### src/design/vmc_pkg.sv
// types, codes and helpers shared by the ventilation mode controller
`timescale 1ns / 1ps

package vmc_pkg;

    localparam int UV_GROUPS   = 3;
    localparam int PCT_W       = 7;
    localparam int SECS_W      = 16;
    localparam int UV_W        = 3;
    localparam int CFG_IDX_W   = 2;
    localparam int S_TDATA_W   = 16;
    localparam int S_TUSER_W   = 4;
    localparam int M_TDATA_W   = 24;

    localparam logic [PCT_W-1:0] PCT_MAX = 7'd100;

    typedef enum logic [1:0] {
        MODE_OFF   = 2'd0,
        MODE_CLEAN = 2'd1,
        MODE_RUN   = 2'd2,
        MODE_CAL   = 2'd3
    } mode_t;

    typedef enum logic [3:0] {
        KIND_TICK      = 4'd0,
        KIND_START     = 4'd1,
        KIND_START_UV  = 4'd2,
        KIND_CALIBRATE = 4'd3,
        KIND_STOP      = 4'd4,
        KIND_UV_ON     = 4'd5,
        KIND_UV_OFF    = 4'd6,
        KIND_EMERGENCY = 4'd7,
        KIND_TOGGLE    = 4'd8,
        KIND_SENSORS   = 4'd9,
        KIND_SPEED     = 4'd10
    } kind_t;

    typedef enum logic [CFG_IDX_W-1:0] {
        REG_START_CLEAN  = 2'd0,
        REG_FINISH_CLEAN = 2'd1,
        REG_TOP_FAN      = 2'd2
    } cfg_reg_t;

    // fan enable bits
    localparam int EN_EXTRACT = 0;
    localparam int EN_SUPPLY  = 1;
    localparam int EN_GAS     = 2;

    typedef struct packed {
        logic [1:0]       uv_group_for_speed;
        logic             fatal_alarm;
        logic [PCT_W-1:0] speed_req;
        logic [3:0]       kind;
    } item_t;

    typedef struct packed {
        logic             alarm_latched;
        logic             uv_enabled;
        logic [UV_W-1:0]  uv_mask;
        logic             gas_on;
        logic             supply_fan_on;
        logic             extract_fan_on;
        logic [PCT_W-1:0] fan_percent;
        logic [1:0]       fan_mode;
    } result_t;

    function automatic logic [PCT_W-1:0] sat_pct(input logic [PCT_W-1:0] v);
        return (v > PCT_MAX) ? PCT_MAX : v;
    endfunction

    // single lit group, none for group 0 or a group that does not exist
    function automatic logic [UV_W-1:0] uv_bits(input logic [1:0] group);
        logic [UV_W-1:0] bits;
        bits = '0;
        if (group != 2'd0 && int'(group) <= UV_GROUPS) begin
            bits = UV_W'(1) << (group - 2'd1);
        end
        return bits;
    endfunction

endpackage

### src/design/vmc_seq.sv
// mode sequencer state, configuration registers and per-word update logic
`timescale 1ns / 1ps

module vmc_seq
    import vmc_pkg::*;
(
    input  logic                 aclk,
    input  logic                 aresetn,
    input  logic                 cfg_we,
    input  logic [CFG_IDX_W-1:0] cfg_idx,
    input  logic [SECS_W-1:0]    cfg_wdata,
    input  logic                 fire,
    input  item_t                item,
    output result_t              result
);

    logic [SECS_W-1:0] start_secs_reg;
    logic [SECS_W-1:0] finish_secs_reg;
    logic [PCT_W-1:0]  top_pct_reg;

    mode_t             mode_reg,      mode_next;
    logic              auto_uv_reg,   auto_uv_next;
    logic              stop_ac_reg,   stop_ac_next;
    logic [SECS_W-1:0] remain_reg,    remain_next;
    logic              timer_reg,     timer_next;
    logic              uv_on_reg,     uv_on_next;
    logic [PCT_W-1:0]  drive_reg,     drive_next;
    logic [2:0]        enables_reg,   enables_next;
    logic [UV_W-1:0]   uv_lit_reg,    uv_lit_next;
    logic              alarm_reg,     alarm_next;

    logic              enter;
    mode_t             enter_mode;
    logic [SECS_W-1:0] enter_period;
    logic [PCT_W-1:0]  speed;
    logic [UV_W-1:0]   group_bits;
    logic              start_kind;

    assign speed      = sat_pct(item.speed_req);
    assign group_bits = uv_bits(item.uv_group_for_speed);
    assign start_kind = (item.kind == KIND_START) || (item.kind == KIND_START_UV)
                        || (item.kind == KIND_CALIBRATE);

    always_comb begin
        mode_next    = mode_reg;
        auto_uv_next = auto_uv_reg;
        stop_ac_next = stop_ac_reg;
        remain_next  = remain_reg;
        timer_next   = timer_reg;
        uv_on_next   = uv_on_reg;
        drive_next   = drive_reg;
        enables_next = enables_reg;
        uv_lit_next  = uv_lit_reg;
        alarm_next   = alarm_reg;
        enter        = 1'b0;
        enter_mode   = MODE_OFF;
        enter_period = '0;

        if (item.kind == KIND_TICK) begin
            if (timer_reg) begin
                if (remain_reg <= SECS_W'(1)) begin
                    remain_next = '0;
                    timer_next  = 1'b0;
                    // expiry only acts while cleaning
                    if (mode_reg == MODE_CLEAN) begin
                        if (auto_uv_reg) begin
                            auto_uv_next = 1'b0;
                            uv_on_next   = 1'b1;
                            uv_lit_next  = group_bits;
                        end
                        enter      = 1'b1;
                        enter_mode = stop_ac_reg ? MODE_OFF : MODE_RUN;
                    end
                end else begin
                    remain_next = remain_reg - SECS_W'(1);
                end
            end
        end else begin
            unique case (mode_reg)
                MODE_OFF: begin
                    if (start_kind) begin
                        if (item.fatal_alarm) begin
                            alarm_next = 1'b1;
                        end else if (item.kind == KIND_CALIBRATE) begin
                            enter      = 1'b1;
                            enter_mode = MODE_CAL;
                        end else begin
                            auto_uv_next = (item.kind == KIND_START_UV);
                            stop_ac_next = 1'b0;
                            enter        = 1'b1;
                            enter_mode   = MODE_CLEAN;
                            enter_period = start_secs_reg;
                        end
                    end
                end
                MODE_CLEAN: begin
                    if (item.kind == KIND_UV_ON) begin
                        auto_uv_next = 1'b1;
                    end else if (item.kind == KIND_EMERGENCY) begin
                        enter      = 1'b1;
                        enter_mode = MODE_OFF;
                    end else if (item.kind == KIND_TOGGLE) begin
                        timer_next = 1'b0;
                        enter      = 1'b1;
                        enter_mode = stop_ac_reg ? MODE_RUN : MODE_OFF;
                    end
                end
                MODE_RUN: begin
                    if (item.kind == KIND_STOP) begin
                        stop_ac_next = 1'b1;
                        enter        = 1'b1;
                        enter_mode   = MODE_CLEAN;
                        enter_period = finish_secs_reg;
                    end else if (item.kind == KIND_UV_ON) begin
                        if (uv_on_reg) uv_lit_next = group_bits;
                    end else if (item.kind == KIND_UV_OFF) begin
                        uv_lit_next = '0;
                    end else if (item.kind == KIND_EMERGENCY) begin
                        enter      = 1'b1;
                        enter_mode = MODE_OFF;
                    end else if (item.kind == KIND_SENSORS) begin
                        drive_next = speed;
                    end else if (item.kind == KIND_SPEED) begin
                        drive_next = speed;
                        if (uv_on_reg) uv_lit_next = group_bits;
                    end
                end
                MODE_CAL: begin
                    if (item.kind == KIND_STOP || item.kind == KIND_EMERGENCY) begin
                        enter      = 1'b1;
                        enter_mode = MODE_OFF;
                    end else if (item.kind == KIND_SPEED) begin
                        drive_next = speed;
                        if (uv_on_reg) uv_lit_next = group_bits;
                    end
                end
                default: begin
                end
            endcase
        end

        // mode entry overrides what the event itself changed
        if (enter) begin
            mode_next = enter_mode;
            unique case (enter_mode)
                MODE_OFF: begin
                    enables_next = '0;
                    uv_on_next   = 1'b0;
                    uv_lit_next  = '0;
                end
                MODE_CLEAN: begin
                    remain_next = enter_period;
                    timer_next  = 1'b1;
                    if (enter_period != '0) begin
                        drive_next   = sat_pct(top_pct_reg);
                        enables_next = enables_next | 3'b011;
                    end
                end
                MODE_RUN: begin
                    drive_next   = speed;
                    enables_next = 3'b111;
                end
                MODE_CAL: begin
                    drive_next   = '0;
                    enables_next = 3'b011;
                    uv_on_next   = 1'b0;
                    uv_lit_next  = '0;
                end
                default: begin
                end
            endcase
        end
    end

    always_comb begin
        result.fan_mode       = mode_next;
        result.fan_percent    = drive_next;
        result.extract_fan_on = enables_next[EN_EXTRACT];
        result.supply_fan_on  = enables_next[EN_SUPPLY];
        result.gas_on         = enables_next[EN_GAS];
        result.uv_mask        = uv_lit_next;
        result.uv_enabled     = uv_on_next;
        result.alarm_latched  = alarm_next;
    end

    always_ff @(posedge aclk) begin
        if (!aresetn) begin
            start_secs_reg  <= '0;
            finish_secs_reg <= '0;
            top_pct_reg     <= PCT_MAX;
        end else if (cfg_we) begin
            unique case (cfg_idx)
                REG_START_CLEAN:  start_secs_reg  <= cfg_wdata;
                REG_FINISH_CLEAN: finish_secs_reg <= cfg_wdata;
                REG_TOP_FAN:      top_pct_reg     <= cfg_wdata[PCT_W-1:0];
                default: begin
                end
            endcase
        end
    end

    always_ff @(posedge aclk) begin
        if (!aresetn) begin
            mode_reg    <= MODE_OFF;
            auto_uv_reg <= 1'b0;
            stop_ac_reg <= 1'b0;
            remain_reg  <= '0;
            timer_reg   <= 1'b0;
            uv_on_reg   <= 1'b0;
            drive_reg   <= '0;
            enables_reg <= '0;
            uv_lit_reg  <= '0;
            alarm_reg   <= 1'b0;
        end else if (fire) begin
            mode_reg    <= mode_next;
            auto_uv_reg <= auto_uv_next;
            stop_ac_reg <= stop_ac_next;
            remain_reg  <= remain_next;
            timer_reg   <= timer_next;
            uv_on_reg   <= uv_on_next;
            drive_reg   <= drive_next;
            enables_reg <= enables_next;
            uv_lit_reg  <= uv_lit_next;
            alarm_reg   <= alarm_next;
        end
    end

endmodule

### src/design/ventilation_mode_controller.sv
// top level of the ventilation mode controller: stream ports, input and result registers
`timescale 1ns / 1ps

// Mode sequencer of an air-handling unit (off, cleaning, running, calibration).
// Each input word is one event, a tick word counting one second of the cleaning
// period; each word gives exactly one result word holding the state after it.
// Words pass through an input register, combinational update logic and a result
// register, so the block takes one word per cycle unless a result waits untaken
// on the master side; the result word is offered there once the input register
// has passed it to the result register. Configuration writes are always taken
// (cfg_ready is tied high) and are meant only while idle.

module ventilation_mode_controller
    import vmc_pkg::*;
(
    input  logic                 aclk,
    input  logic                 aresetn,
    input  logic                 cfg_valid,
    output logic                 cfg_ready,
    input  logic [CFG_IDX_W-1:0] cfg_index,
    input  logic [SECS_W-1:0]    cfg_data,
    input  logic                 s_tvalid,
    output logic                 s_tready,
    // speed_req[6:0], fatal_alarm[7], uv_group_for_speed[9:8], zero fill
    input  logic [S_TDATA_W-1:0] s_tdata,
    // kind[3:0]
    input  logic [S_TUSER_W-1:0] s_tuser,
    output logic                 m_tvalid,
    input  logic                 m_tready,
    // fan_mode[1:0], fan_percent[8:2], extract_fan_on[9], supply_fan_on[10],
    // gas_on[11], uv_mask[14:12], uv_enabled[15], alarm_latched[16], zero fill
    output logic [M_TDATA_W-1:0] m_tdata
);

    logic    in_valid_reg, in_valid_next;
    item_t   in_item_reg;
    logic    out_valid_reg, out_valid_next;
    result_t res_reg;
    result_t res_comb;
    item_t   s_item;
    logic    advance;
    logic    fire;
    logic    s_accept;
    logic    m_accept;

    assign cfg_ready = 1'b1;

    assign s_item.kind               = s_tuser;
    assign s_item.speed_req          = s_tdata[6:0];
    assign s_item.fatal_alarm        = s_tdata[7];
    assign s_item.uv_group_for_speed = s_tdata[9:8];

    assign advance  = !out_valid_reg || m_tready;
    assign fire     = in_valid_reg && advance;
    assign s_tready = !in_valid_reg || advance;
    assign s_accept = s_tvalid && s_tready;
    assign m_accept = out_valid_reg && m_tready;

    vmc_seq u_seq (
        .aclk      (aclk),
        .aresetn   (aresetn),
        .cfg_we    (cfg_valid && cfg_ready),
        .cfg_idx   (cfg_index),
        .cfg_wdata (cfg_data),
        .fire      (fire),
        .item      (in_item_reg),
        .result    (res_comb)
    );

    always_comb begin
        in_valid_next = in_valid_reg;
        if (s_accept) begin
            in_valid_next = 1'b1;
        end else if (fire) begin
            in_valid_next = 1'b0;
        end
        out_valid_next = out_valid_reg;
        if (fire) begin
            out_valid_next = 1'b1;
        end else if (m_accept) begin
            out_valid_next = 1'b0;
        end
    end

    always_ff @(posedge aclk) begin
        if (!aresetn) begin
            in_valid_reg  <= 1'b0;
            out_valid_reg <= 1'b0;
        end else begin
            in_valid_reg  <= in_valid_next;
            out_valid_reg <= out_valid_next;
        end
    end

    always_ff @(posedge aclk) begin
        if (s_accept) in_item_reg <= s_item;
        if (fire)     res_reg     <= res_comb;
    end

    assign m_tvalid = out_valid_reg;
    assign m_tdata  = {{(M_TDATA_W - $bits(result_t)){1'b0}}, res_reg};

    // the sticky alarm survives every later word
    a_alarm_sticky: assert property (@(posedge aclk) disable iff (!aresetn)
        out_valid_reg && res_reg.alarm_latched |=> res_reg.alarm_latched)
        else $error("alarm flag dropped");

    // off means every fan and the gas class are disabled and no uv lit
    a_off_quiet: assert property (@(posedge aclk) disable iff (!aresetn)
        out_valid_reg && res_reg.fan_mode == MODE_OFF |->
        !res_reg.extract_fan_on && !res_reg.supply_fan_on && !res_reg.gas_on
        && res_reg.uv_mask == '0 && !res_reg.uv_enabled)
        else $error("outputs active while off");

    // calibration keeps both fans on with gas and uv off
    a_cal_outputs: assert property (@(posedge aclk) disable iff (!aresetn)
        out_valid_reg && res_reg.fan_mode == MODE_CAL |->
        res_reg.extract_fan_on && res_reg.supply_fan_on && !res_reg.gas_on
        && res_reg.uv_mask == '0)
        else $error("calibration outputs wrong");

    a_uv_onehot: assert property (@(posedge aclk) disable iff (!aresetn)
        out_valid_reg |-> $onehot0(res_reg.uv_mask) && res_reg.fan_percent <= PCT_MAX)
        else $error("uv mask or drive out of range");

    // a result leaves only when taken or replaced by the next one
    a_result_hold: assert property (@(posedge aclk) disable iff (!aresetn)
        out_valid_reg && !m_tready |=> out_valid_reg && $stable(res_reg))
        else $error("stalled result changed");

endmodule
### config.mk
export PLATFORM = sky130hd
export DESIGN_NAME = ventilation_mode_controller
export DESIGN_NICKNAME = d
export VERILOG_FILES = /design/src/design/vmc_pkg.sv /design/src/design/vmc_seq.sv /design/src/design/ventilation_mode_controller.sv
export SDC_FILE = /design/constraint.sdc
export NUM_CORES = 1
export LEC_CHECK = 0
export BUFFER_PORTS_ARGS = -buffer_cell sky130_fd_sc_hd__buf_2
export CAP_MARGIN = 25
export CORE_MARGIN = 1.5
export CORE_UTILIZATION = 59
export DETAILED_ROUTE_END_ITERATION = 10
export MAX_ROUTING_LAYER = met4
export PLACE_DENSITY = 0.89
export SLEW_MARGIN = 40
export SYNTH_ARGS = -nofsm -noshare
export SYNTH_HDL_FRONTEND = slang
export SYNTH_SLANG_ARGS = --single-unit
export TNS_END_PERCENT = 30
### constraint.sdc
create_clock -name aclk -period 3.65 [get_ports aclk]
set_input_delay 0.1825 -clock aclk [delete_from_list [all_inputs] [get_ports aclk]]
set_output_delay 0.1825 -clock aclk [all_outputs]
set_load 0.02 [all_outputs]
# Word level (Yosys, flattened, before mapping)
# Cells that the tools add are included.
# word_totals
word_cells	202
in_bits	43
ff_bits	108
out_inout_bits	27
# classes
eq_ne	29
magnitude_cmp	3
n_addsub	2
shifts	1
mux	113
n_reduce_logical	26
n_bitwise	1
# ops
cell	count
16-bit 2-to-1 mux	10
7-bit 2-to-1 mux	12
1-bit 2-to-1 mux	51
3-bit 2-to-1 mux	17
16-bit case mux with 2 select lines	1
2-bit 2-to-1 mux	14
7-bit case mux with 3 select lines	1
4-bit by 3-bit == test with 1-bit output (second input constant)	4
16-bit by 1-bit less-or-equal comparator with 1-bit output (second input constant)	1
16-bit nonzero test	1
16-bit by 1-bit subtractor with 16-bit output (second input constant)	1
7-bit > comparator (second input constant)	2
7-bit case mux with 2 select lines	1
4-bit == test (second input constant)	3
3-bit case mux with 4 select lines	1
2-bit == test (second input constant)	5
2-bit nonzero test	5
9-bit AND reduction	1
4-bit by 2-bit == test with 1-bit output (second input constant)	2
2-bit != test (second input constant)	4
2-bit case mux with 4 select lines	1
7-bit AND reduction	1
2-bit by 1-bit == test with 1-bit output (second input constant)	3
2-bit logical NOT	3
other kinds (17)	30

# Logic depth before layout (Yosys ltp)
# logic_depth
word_depth	14
ltp_mapped	16
ltp_nobuf	14

# By module
# Synthesis repeated with hierarchy kept, for this count alone.
# hier_totals
cells_unflattened	705
area_unflattened_um2	5958.2
# modules_own_cells
mod	cells_each	seq_area_each_um2	area_each_um2	n_inst
vmc_seq	655	1501.4	4855.9	1
ventilation_mode_controller	50	970.9	1102.3	1

# Least setup slack after synthesis
# Ideal clock, no wire load.
# synth_timing
path_type	register -> register
from	register u_seq.remain_reg[2]
to	register u_seq.remain_reg[5]
arrival_time_ns	3.027
stages_incl_launch_ff	14
setup_ns	0.074
n_path_buf	2
synth_period_minus_slack_ns	3.101
setup_slack_ns	0.549
t_required_ns	3.576
cell_sequence	dfxtp_1 > buf_6 > or3_4 > or3_1 > buf_6 > nor4_1 > o21ai_1 > o31a_1 > ha_1 > clkinv_1 > a211oi_1 > or2_1 > or4_1 > a31oi_1
# synth_via
elab_chain_cells	7
word_cells_on_any_way	14
classes_between	add/sub: 1; order compare: 1; eq/ne: 1; mux: 11
# synth_lines
element	line_no	text
from (decl)	vmc_seq.sv:24	logic [SECS_W-1:0] remain_reg, remain_next;
from (signal assigned)	vmc_seq.sv:218	remain_reg <= remain_next;
16-bit by 1-bit less-or-equal comparator with 1-bit output	vmc_seq.sv:61	if (remain_reg <= SECS_W'(1)) begin
2-bit 2-to-1 mux	vmc_seq.sv:61	
2-bit 2-to-1 mux	vmc_seq.sv:60	if (timer_reg) begin
2-bit 2-to-1 mux	vmc_seq.sv:59	if (item.kind == KIND_TICK) begin
2-bit by 1-bit == test with 1-bit output	vmc_seq.sv:145	unique case (enter_mode)
16-bit 2-to-1 mux	vmc_seq.sv:145	
16-bit 2-to-1 mux *	vmc_seq.sv:143	if (enter) begin
# Every way passes the cells marked *; elsewhere a longest branch is shown, timed or not.
# A chain may end at the register's enable or synchronous reset.

# Worst setup path after layout
# Ends and elaborated chain as after synthesis.

==> out/metrics.cfg <==
[routing]
routed_wl_um=14900
ant_nets=0
drtIter0Drc=374
drc=0
drt-vias-per-instance=6.33
first_pass_iters=6
routedWlPerCell_um=16.8
via_count=5615

[timing]
report.final.slew_viol_count=0
setup_ws_ps=210
setup_tns_ps=0
final.period_utilization=0.942
clock_skew_ps=6.15
setup_viol=0
period_needed_ps=3440
max_freq_mhz=291
whs_ps=24.0
relSlewSlack=0.533
hold_viol=0
rsz0062_at_grt=false
tightestPinTransition_ps=701

[logic_synthesis]
syn_area_per_cell_um2=8.47
synth_warnings=0
seq_area_frac_synth=0.420
async_flop_share=0
yosysUniqueCellTypes=76
synth-main-ff-cell=dfxtp_1
syn_area_mm2=0.00589
syn_inst=695
ys_ff_latch=108
synth_edf_count=31

[pwr]
power_frac_comb=0.137
power.density_mw_per_mm2=353
leakagePower_nw=2.50
power.total_w=0.00232
p_sw_w=0.000660
intPower_w=0.00166
swShare=0.284
ir_worst_vdd_mv=0.258
p_seq_frac=0.567
clock_power_share=0.296

[global_route]
grt_overflow=0
grt_max_degree=48
grt_usage=0.304
grt_pass1_wl_um=24500
first_global_vias=5307
antenna_found_initial=0

[setup_path]
required_ps=3960
worstSetupPathType=reg2reg
startpoint_type=register
worstPathArrival_ps=3750
cp_max_fo=9
endpoint_kind=register

[clocking]
clock_sinks=108
cts_buffers=9
clk_pin_slew_ps=100
htreeDepth=3
clk_path_buf_depth=2
worstSkewPairLatency_ps=380
root_buffer=clkbuf_8
tritoncts=yes

[place]
port_buffers=55
gp_congestion=0.949
hpwl_um=10400
pre_cts_slack_ps=277
dpl_cell_area_mm2=0.00626

[cells_and_area]
design_area_mm2=0.00658
area_growth_pct=11.7
nets=799
largest_register_ffs=17
diodes=0
drive_above_1_share=0.151
nFillCells=768

[floorplanning]
start_util=0.605
row_count=36
die-area_mm2=0.0106
core_area_mm2=0.00973
die_x_um=103
ios=70
die_h_um=103

[status]
outcome=finished clean

[flow_run]
maxCapViolations=0

[hold_path]
hold_path_class=in2reg

-- worst paths after layout --
| kind | end | depth (start not counted) | startpoint | slack, ps |
|---|---|---|---|---|
| hold / removal | in_valid_reg$_SDFFE_PN0P_ | 3 | s_tvalid | 20 |
| setup reg to reg | u_seq.remain_reg[5]$_SDFFE_PN0P_ | 12 | u_seq.remain_reg[2]$_SDFFE_PN0P_ | 210 |
| setup / recovery | u_seq.remain_reg[5]$_SDFFE_PN0P_ | 12 | u_seq.remain_reg[2]$_SDFFE_PN0P_ | 210 |
| hold reg to reg | u_seq.start_secs_reg[3]$_SDFFE_PN0P_ | 2 | u_seq.start_secs_reg[3]$_SDFFE_PN0P_ | 470 |
-- cells in the final DEF, fill, tap and decap left out, types with 9 or more instances in the layout --
master / synthesis / final
a211oi_1: 9 / 9
a21oi_1: 54 / 54
a22o_1: 10 / 10
a22oi_1: 10 / 10
a31oi_1: 14 / 14
and2_1: 10 / 10
buf_2: 6 / 55
buf_4: 8 / 21
clkbuf_8: 0 / 10
dfxtp_1: 77 / 77
dlygate4sd3_1: 0 / 14
edfxtp_1: 31 / 31
inv_1: 12 / 12
mux2i_1: 25 / 25
nand2_1: 120 / 120
nand3_1: 23 / 23
nand4_1: 9 / 9
nor2_1: 49 / 49
nor3_1: 16 / 16
nor4_1: 9 / 9
o21ai_0: 28 / 28
-- critical path: stages, from the launching register on --
cell and delay [ps]:
dfxtp_1 390, or3_4 420, or3_1 370, nor4_1 200, o21ai_1 160, o31a_1 220, ha_1 240, clkinv_1 190
a211oi_1 80, buf_4 190, or2_1 230, or4_1 490, a31oi_1 180
-- cells in the mapped netlist, types with 4 or more instances --
cell	number	area, um^2
nor2b_1	8	50.1
o31ai_1	4	30.0
a221oi_1	5	43.8
nand3b_1	4	30.0
edfxtp_1	31	931
nor3_1	16	80.1
a21oi_1	54	270
a22oi_1	10	75.1
o21a_1	6	45.0
buf_4	8	60.1
nand2b_1	4	25.0
nor4_1	9	56.3
a22o_1	10	87.6
nor3b_1	5	37.5
dfxtp_1	77	1540
buf_2	6	30.0
nor2_1	49	184
or3_1	5	31.3
mux2i_1	25	250
a211oi_1	9	67.6
inv_1	12	45.0
clkbuf_1	34	128
and2_1	10	62.6
nand2_1	120	450
o21ai_0	28	140
o32ai_1	6	52.6
nand3_1	23	115
a31oi_1	14	87.6
o31a_1	4	35.0
mux2_2	7	78.8
nand4_1	9	56.3
ha_1	6	75.1
-- layer usage --
| layer | share of wire | global-route usage | vias up |
|---|---|---|---|
| li1 | - | - | 2637 |
| met1 | 0.42 | 0.372 | 2671 |
| met2 | 0.49 | 0.498 | 257 |
| met3 | 0.063 | 0.0400 | 50 |
| met4 | 0.029 | 0.144 | 0 |
| met5 | 0 | - | - |
-- cells by family (layout without fill, tap and decap cells) --
family / Yosys count / after routing / synth area share
XOR/XNOR: 3 / 3 / 0.00446
AND/OR/NAND/NOR: 284 / 284 / 0.233
multiplexers: 35 / 35 / 0.0616
flip-flops: 108 / 108 / 0.420
other: 2 / 8 / 0.00128
AO/OA/AOI/OAI: 190 / 190 / 0.216
adder cells (fa/ha/maj): 6 / 6 / 0.0127
buffers and inverters: 67 / 120 / 0.0516
-- power groups by stage --
| stage | clock network (W) | logic (W) | registers [W] |
|---|---|---|---|
| floorplan | 0 | 0.000208 | 0.00134 |
| global placement | 0 | 0.000290 | 0.00134 |
| detailed placement | 0 | 0.000301 | 0.00134 |
| CTS | 0.000687 | 0.000314 | 0.00132 |
| global route | 0.000734 | 0.000350 | 0.00132 |
| finish | 0.000688 | 0.000319 | 0.00132 |
-- timing repair --
action	CTS	global route
hold buffers	14	0
endpoints found under the hold margin	14	0
resized for setup	0	0
setup buffers	0	0
-- final cells by class --
class                           count  area (um^2)  share of cell area
Clock buffer                       10          138              0.0209
Clock inverter                      5         36.3             0.00552
Inverter                           15         56.3             0.00856
Multi-Input combinational cell    526         3130               0.477
Sequential cell                   108         2470               0.376
Tap cell                          133          166              0.0253
Timing Repair Buffer               90          573              0.0871
-- stage by stage --
stage           util  instances
2_1_floorplan      -        701
3_5_place_dp   0.644        858
3_3_place_gp   0.644        858
4_1_cts        0.676        887
6_report       0.676        887
5_1_grt        0.676        887
Power figures use the tool's default switching activity.
